<file path="config.mk">
export PLATFORM = sky130hd
export DESIGN_NAME = mcc2d_ram
export DESIGN_NICKNAME = d
export VERILOG_FILES = /design/src/mcc2d_ram.sv
export SDC_FILE = /design/constraint.sdc
export NUM_CORES = 1
export LEC_CHECK = 0
export BUFFER_PORTS_ARGS = -buffer_cell sky130_fd_sc_hd__buf_2
export CAP_MARGIN = 20
export CORE_MARGIN = 2
export CORE_UTILIZATION = 55
export DETAILED_ROUTE_END_ITERATION = 8
export GPL_ROUTABILITY_DRIVEN = 0
export PLACE_DENSITY = 0.75
export SLEW_MARGIN = 20
export SYNTH_ARGS = -nofsm -noshare
export SYNTH_HDL_FRONTEND = slang
export SYNTH_SLANG_ARGS = --single-unit
</file>
<file path="constraint.sdc">
create_clock -name clk -period 2.5 [get_ports clk]
set_clock_uncertainty 0.05 [all_clocks]
set_input_delay 0.375 -clock clk [delete_from_list [all_inputs] [get_ports clk]]
set_output_delay 0.375 -clock clk [all_outputs]
set_load 0.005 [all_outputs]
</file>
<file path="src/mcc2d_ram.sv">
// ----------------------------------------------------------------------------
// Generic RAM
// One write port and one registered read port.
// ----------------------------------------------------------------------------
`default_nettype none
module mcc2d_ram #(
  parameter int Depth = 16,
  parameter int Width = 16
) (
  input  wire logic                     clk,
  input  wire logic                     we,
  input  wire logic [$clog2(Depth)-1:0] waddr,
  input  wire logic [Width-1:0]         wdata,
  input  wire logic [$clog2(Depth)-1:0] raddr,
  output logic      [Width-1:0]         rdata
);
  logic [Width-1:0] mem [Depth];

  // Write and registered read.
  always_ff @(posedge clk) begin
    if (we) begin
      mem[waddr] <= wdata;
    end
    rdata <= mem[raddr];
  end
endmodule
`default_nettype wire

</file>
==> results of run 1 <==
path summary, 6_finish.rpt:
kind	to	slack, ps	cells after the start	startpoint
min	mem[6][5]	170	1	wdata[5]
min reg2reg	rdata[1]	620	3	mem[14][1]
max reg2reg	rdata[8]	1130	3	mem[11][8]
max	rdata[11]	1020	5	raddr[0]
layout make-up:
class	count	area, um2
Multi-Input combinational cell	139	1960
Tap cell	229	287
Timing Repair Buffer	70	475
Clock inverter	9	71.3
Sequential cell	272	8010
Clock buffer	38	737
Fill cell	1177	6420
cells in the final DEF (no fill, tap or decap):
cell,n
buf_2,40
nand3b_1,2
clkinv_2,6
edfxtp_1,256
nor2_1,1
bufinv_16,1
a22oi_1,32
clkbuf_16,27
mux4_2,54
buf_12,4
clkinvlp_4,1
or3b_2,1
clkinv_1,1
nand2b_1,2
clkbuf_8,2
dfxtp_1,16
nor2b_1,2
buf_4,26
nand3_1,1
clkbuf_1,9
nor3_2,4
nand2_1,17
and2_1,1
nor2_2,12
mux4_1,10
metal layers:
metal | vias up | track usage (%)
met4 | 0 | 6.96
met1 | 2473 | 29.4
met5 | - | 0
met2 | 201 | 36.3
li1 | 1991 | -
met3 | 49 | 3.49
registers in the layout, indices dropped and copies added (netlist names):
signal  flops
rdata      16
mem       256
cells in the mapped netlist, types with 3 or more instances:
| library cell | count |
|---|---|
| a22oi_1 | 32 |
| buf_1 | 3 |
| buf_2 | 3 |
| buf_4 | 3 |
| buf_6 | 4 |
| clkbuf_1 | 8 |
| dfxtp_1 | 16 |
| edfxtp_1 | 256 |
| mux4_1 | 10 |
| mux4_2 | 54 |
| nand2_1 | 17 |
| nor2_1 | 13 |
| nor3_1 | 4 |
power by group through the flow:
stage / Combinational (W) / Clock [W] / Sequential, W
global route: 0.000491 / 0.00392 / 0.00514
CTS: 0.000458 / 0.00374 / 0.00513
global placement: 0.000439 / 0 / 0.00522
finish: 0.000452 / 0.00368 / 0.00513
detailed placement: 0.000453 / 0 / 0.00523
floorplan: 0.000249 / 0 / 0.00522
critical path, cell delays in order:
cell and delay, ps:
buf_4 300, buf_12 240, mux4_1 590, a22oi_1 230, nand2_1 80
per-stage QoR:
stage               cells  total power [W]  util (%)
global placement      710          0.00566      59.7
detailed placement    710          0.00568      59.7
finish                757          0.00926      64.2
floorplan             432          0.00547         -
global route          757          0.00955      64.2
CTS                   757          0.00933      64.2
cells by family (layout without fill, tap and decap cells):
family | Yosys count | in the layout
flops | 272 | 272
mux | 64 | 64
simple gates | 43 | 43
compound gates | 32 | 32
buf+inv | 21 | 117
==> results.cfg, run 1 <==
[outcome]
status = complete, no violations

[detailed_routing]
wl_met1_um = 7960
drt_pass1_iterations = 5
met2_length_um = 10400
dr_wl_met3_um = 1310
vias = 4714
via_per_inst = 6.23
route.detailed.drc = 0
post_drt_wl_per_cell_um = 26.8
routed.top_layer = met4
drt-total-wl_um = 20300
drtAntennaViolNets = 0
drtIter0Drc = 448

[clocking]
hold_buffers = 0
path_clk_slew_ps = 60
clockRootBuffer = clkbuf_16
insertion_delay_ps = 520
clockBufferDepth = 3
cts_setup_buffers = 0
ctsResizeCount = 0
clkSinkCount = 272
cts_tree = built
htree_levels = 1
cts_inserted_buffers = 26

[logic_synthesis]
synth_top_area_share_pct = 76.5
synth_flop_cell = edfxtp_1
ys_seq_area_share_pct = 79.7
synth_top_cell_by_area = edfxtp_1
syn_nets = 458
syn_inst = 432
synth_xor_area_share_pct = 0
synth_area_per_cell_um2 = 23.2
synth_fa_ha_area_share_pct = 0
async_reset_ff_share_pct = 0
synthesis.area_um2 = 10000
netlist_top_cells_area = edfxtp_1 (77%), mux4_2 (12%), dfxtp_1 (3.2%)
synthMuxAreaShare_pct = 14.7
synth_cell_types = 19
synth.ff_latch_count = 272
synth_top_family_by_area = multiplexers
synth_compound_area_share_pct = 2.39
synth-edff-count = 256
synth-simple-area-share_pct = 1.92
yosys_warnings = 0

[sta]
hold_viol = 0
holdWs_ps = 173
tightest_slew_ps = 490
finalMaxSlewViolations = 0
fmax_mhz = 673
setup-violations-final = 0
setup_ws_ps = 1020
period_needed_ps = 1480
rsz0062_at_grt = false
timing.final.crit_share_pct = 59.4
relSlewSlack_pct = 67.4
setup_tns_ps = 0

[floorplanning]
dieArea_um2 = 19400
dieHeight_um = 139
die_x_um = 139
start_util_pct = 55.9
rows = 49
io_pins = 42
core_area_um2 = 18000

[grt]
grt_antenna_before_repair = 0
gr-total-overflow = 0
grt_pass1_vias = 4900
grt_pass1_wl_um = 30500
gr-usage-all-layers_pct = 21.5
grt_max_degree = 65

[place]
post-place-ws_ps = 460
hpwl_um = 11300
place_area_um2 = 10700
io_buffers = 41

[critical_path]
crit_fanout = 16
crit_type = primary input to flip-flop
crit_path_start_kind = primary input
arrival_ps = 1830
crit_required_ps = 2850
end_kind = flip-flop

[power_and_ir_drop]
leakagePower_nw = 3.80
combPwrFrac_pct = 4.9
pwr-share-clk_pct = 39.7
p_sw_w = 0.00182
seqPwrFrac_pct = 55.4
switching_share_pct = 19.7
powerDensity_nw_per_um2 = 802
p_int_w = 0.00744
peakVddDrop_mv = 0.757

[finish]
diodes = 0
final_area_um2 = 11500
nets = 535
synthToLayoutAreaGrowth_pct = 14.9
drive_gt1_share_pct = 33.7

[min_path]
hold_path_class = primary input to flip-flop

[flow_run]
cap_viol_max_count = 0
(Power assumes the default switching activity.)
==> run 2: changes to the inputs <==
- CORE_UTILIZATION: 55 -> 60
- PLACE_DENSITY: 0.75 -> 0.78
- clock period: 2.5 -> 1.5 ns (I/O delays scaled with it)
==> results.cfg, run 2 (synthesized netlist as in run 1, its figures left out) <==
[detailed_routing]
drtAntennaViolNets = 0
route.detailed.drc = 0
vias = 4898
drtIter0Drc = 730
drt_pass1_iterations = 6
via_per_inst = 6.47
post_drt_wl_per_cell_um = 29.1
drt-total-wl_um = 22100

[critical_path]
r2r-end = rdata[7]
crit_fanout = 1
arrival_ps = 1820
cp-endpoint = rdata[7]
crit_path_top_delay_cell = mux4_1
crit_required_ps = 1860
worst-path-buf-inv = 0
critPathTopFamily = multiplexers
end_kind = flip-flop
cp_num_cells = 3
crit_path_start = mem[0][7]
cpPeakStageDelay_ps = 570
crit_type = flip-flop to flip-flop
r2r_cells = 3
r2r-start = mem[0][7]
r2r_slack_ps = 40
path_cells = mux4_1 -> a22oi_2 -> nand2_1
crit_path_start_kind = flip-flop

[finish]
drive_gt1_share_pct = 35.6
fillers = 955
diodes = 0
largest_register_ffs = 256
final_cell_mix = edfxtp_1 (256), mux4_2 (54), buf_2 (40)
synthToLayoutAreaGrowth_pct = 17.9
final_util_pct = 71.9
biggestRegsByFlops = mem: 256 flops, rdata: 16 flops
nets = 542
final_area_um2 = 11800
regMostFlops = mem
layout_commonest_cell = edfxtp_1
regArea_um2 = 8010
multi_input_area_um2 = 1990

[sta]
hold_viol = 0
finalMaxSlewViolations = 0
tightest_slew_ps = 340
timing.final.crit_share_pct = 97.5
period_needed_ps = 1460
rsz0062_at_grt = false
relSlewSlack_pct = 77.3
fmax_mhz = 684
setup-violations-final = 0

[clocking]
htree_levels = 1
hold_buffers = 0
insertion_delay_ps = 530
path_clk_slew_ps = 70
cts_tree = built
clkSinkCount = 272
cts_inserted_buffers = 27
clockRootBuffer = clkbuf_16
clockBufferDepth = 3

[power_and_ir_drop]
power.total_w = 0.0160
leakagePower_nw = 3.93
powerDensity_nw_per_um2 = 1350
peakVddDrop_mv = 0.946

[outcome]
status = complete, no violations

[place]
hpwl_um = 11300
io_buffers = 41
place_area_um2 = 10900

[grt]
gr-usage-all-layers_pct = 26.0
grt_max_degree = 26
grt_pass1_vias = 5201
gr-total-overflow = 0
grt_pass1_wl_um = 32700
grt_antenna_before_repair = 0

[floorplanning]
io_pins = 42
dieHeight_um = 133
start_util_pct = 61.0
die_x_um = 133
dieArea_um2 = 17800
core_area_um2 = 16500
rows = 47

[min_path]
hold_path_class = primary input to flip-flop

[flow_run]
cap_viol_max_count = 0
-- run 2: changes by cell type in the layout (fill, tap and decap cells not counted) --
cell | before | now
a22oi_2 | 0 | 1
clkinv_2 | 6 | 5
clkinvlp_4 | 1 | 0
inv_6 | 0 | 1
clkbuf_8 | 2 | 8
or3b_4 | 0 | 1
nor3_4 | 0 | 3
or3b_2 | 1 | 0
buf_4 | 26 | 19
a22oi_1 | 32 | 31
inv_8 | 0 | 1
clkbuf_1 | 9 | 6
nor3_2 | 4 | 1
buf_12 | 4 | 17
-- run 2: routing by layer --
metal	track usage (%)	share of wire (%)	vias up
met5	0	0	-
met2	43.5	52	295
met3	3.96	9.9	41
met4	8.27	2.3	0
met1	36.3	36	2556
li1	-	-	2006
-- run 2: final cells by class --
| cell class | count | area share, % |
|---|---|---|
| sequential | 272 | 67.6 |
| timing repair buffer | 76 | 5.77 |
| clock buffer | 41 | 6.83 |
| tap | 220 | 2.32 |
| clock inverter | 9 | 0.666 |
| multi-input combinational | 139 | 16.8 |
-- run 2: per-stage QoR --
stage	std cells	TNS [ps]	worst slack [ps]	hold slack (ps)
finish	757	0	37.5	17.5
global placement	707	-2940	-196	531
detailed placement	707	-3950	-189	552
global route	757	0	0.751	11.4
CTS	757	0	11.3	6.97
floorplan	432	-16280	-296	274
-- run 2: power by group --
part | switching, W | leakage (nW) | internal [W] | total (W)
Combinational | 0.000454 | 1.04 | 0.000360 | 0.000814
Sequential | 0.0000603 | 2.45 | 0.00850 | 0.00856
Clock | 0.00272 | 0.443 | 0.00389 | 0.00661
-- run 2: timing repair --
item | in CTS | in global routing
resized for setup | 0 | 1
setup endpoints to repair | 0 | 1
setup buffers | 0 | 0
-- run 2: worst min path at each step --
stage,start,to,slack [ps],depth (start not counted)
6_report,wdata[12],mem[2][12],20,1
4_1_cts,wdata[6],mem[9][6],7,1
5_1_grt,wdata[6],mem[14][6],10,1
3_5_place_dp,rdata[5],rdata[5],550,1
3_3_place_gp,wdata[12],mem[12][12],530,1
2_1_floorplan,wdata[0],mem[0][0],270,0
==> run 3: changes to the inputs <==
- BUFFER_PORTS_ARGS: -buffer_cell sky130_fd_sc_hd__buf_2 -> default
- CORE_UTILIZATION: 60 -> 30
- DONT_BUFFER_PORTS: default -> 1
- PLACE_DENSITY: 0.78 -> default
==> results.cfg, run 3 (synthesized netlist as in run 1, its figures left out) <==
[power_and_ir_drop]
leakagePower_nw = 3.75
peakVddDrop_mv = 0.828
powerDensity_nw_per_um2 = 1320

[grt]
grt_max_degree = 65
grt_pass1_wl_um = 30800
grt_antenna_before_repair = 0
gr-usage-all-layers_pct = 11.6
gr-total-overflow = 0
grt_pass1_vias = 4907

[sta]
finalMaxSlewViolations = 0
relSlewSlack_pct = 62.2
timing.final.crit_share_pct = 92.6
hold_viol = 0
holdWs_ps = 14.4
tightest_slew_ps = 565
period_needed_ps = 1390
fmax_mhz = 720
setup-violations-final = 0
rsz0062_at_grt = false

[floorplanning]
io_pins = 42
core_area_um2 = 33300
die_x_um = 187
dieArea_um2 = 35000
dieHeight_um = 187
start_util_pct = 30.2
rows = 67

[clocking]
hold_buffers = 18
clockRootBuffer = clkbuf_16
clkSinkCount = 272
ctsResizeCount = 0
clockBufferDepth = 3
htree_levels = 1
path_clk_slew_ps = 60
cts_inserted_buffers = 27
insertion_delay_ps = 530
cts_tree = built
cts_setup_buffers = 0

[critical_path]
crit_fanout = 1
crit_type = flip-flop to flip-flop
r2r-end = rdata[8]
r2r-start = mem[3][8]
cpPeakStageDelay_ps = 480
path_cells = mux4_2 -> a22oi_1 -> nand2_1
arrival_ps = 1750
crit_path_start_kind = flip-flop
crit_path_top_delay_cell = mux4_2
r2r_cells = 3
crit_required_ps = 1860
r2r_slack_ps = 110
crit_path_start = mem[3][8]
end_kind = flip-flop

[detailed_routing]
route.detailed.drc = 0
drt-total-wl_um = 20400
vias = 4461
via_per_inst = 4.71
drtIter0Drc = 354
drtAntennaViolNets = 0
post_drt_wl_per_cell_um = 21.5
drt_pass1_iterations = 4

[finish]
layout_commonest_cell = edfxtp_1
regMostFlops = mem
final_area_um2 = 12000
biggestRegsByFlops = mem: 256 flops, rdata: 16 flops
final_cell_mix = edfxtp_1 (256), mux4_2 (54), a22oi_1 (32)
synthToLayoutAreaGrowth_pct = 19.5
nets = 506
drive_gt1_share_pct = 26.2
diodes = 0
largest_register_ffs = 256

[min_path]
hp-start = raddr[1]
min_to = rdata[2]
hold_path_class = primary input to flip-flop
hold_depth = 3

[place]
place_area_um2 = 10900
io_buffers = 0
hpwl_um = 11000

[flow_run]
cap_viol_max_count = 0

[outcome]
status = complete, no violations
run 3: changes by cell type in the layout (fill, tap and decap cells not counted), moves of 3 or more:
cell,delta
buf_2,-40
buf_4,-15
bufinv_16,+3
clkbuf_8,-8
clkinv_1,+3
dlygate4sd3_1,+19
run 3: power breakdown:
group	internal [W]	switching, W
Clock	0.00399	0.00270
Combinational	0.000306	0.000316
Sequential	0.00850	0.0000636
Total	0.0128	0.00307
run 3: worst max path at each step:
| stage | to | slack (ps) |
|---|---|---|
| 2_1_floorplan | mem[1][0] | -300 |
| 3_3_place_gp | mem[0][1] | 80 |
| 3_5_place_dp | mem[0][15] | 70 |
| 4_1_cts | rdata[8] | 110 |
| 5_1_grt | rdata[10] | 30 |
| 6_report | rdata[8] | 110 |
run 3: stage by stage:
stage | cells | TNS, ps | setup WS [ps] | utilization [%] | total power [W]
after global placement | 879 | 0 | 82.5 | 32.8 | 0.00919
final | 948 | 0 | 111 | 36.1 | 0.0159
after CTS | 946 | 0 | 106 | 36.0 | 0.0160
after global routing | 948 | 0 | 33.2 | 36.1 | 0.0164
after detailed placement | 879 | 0 | 68.6 | 32.8 | 0.00921
after floorplan | 432 | -16280 | -296 | - | 0.00912
run 3: worst max-delay path, delay by kind of cell (launching register included):
| kind | cells | cell delay, ps |
|---|---|---|
| DFF | 1 | 370 |
| and+or+nand+nor | 1 | 110 |
| AOI/OAI and AO/OA | 1 | 260 |
| muxes | 1 | 480 |
run 3: layer usage:
metal | routed length, um | up-vias | global-route usage [%]
met3 | 875 | 28 | 2.03
met1 | 9270 | 2404 | 16.1
li1 | - | 1934 | -
met2 | 9890 | 95 | 19.4
met5 | 0 | - | 0
met4 | 374 | 0 | 2.38
run 3: layout make-up:
class,count,area (um2)
Multi-Input combinational cell,139,1990
Clock buffer,33,698
Tap cell,448,561
Timing Repair Buffer,40,561
Clock inverter,16,181
Fill cell,3042,21300
Sequential cell,272,8010
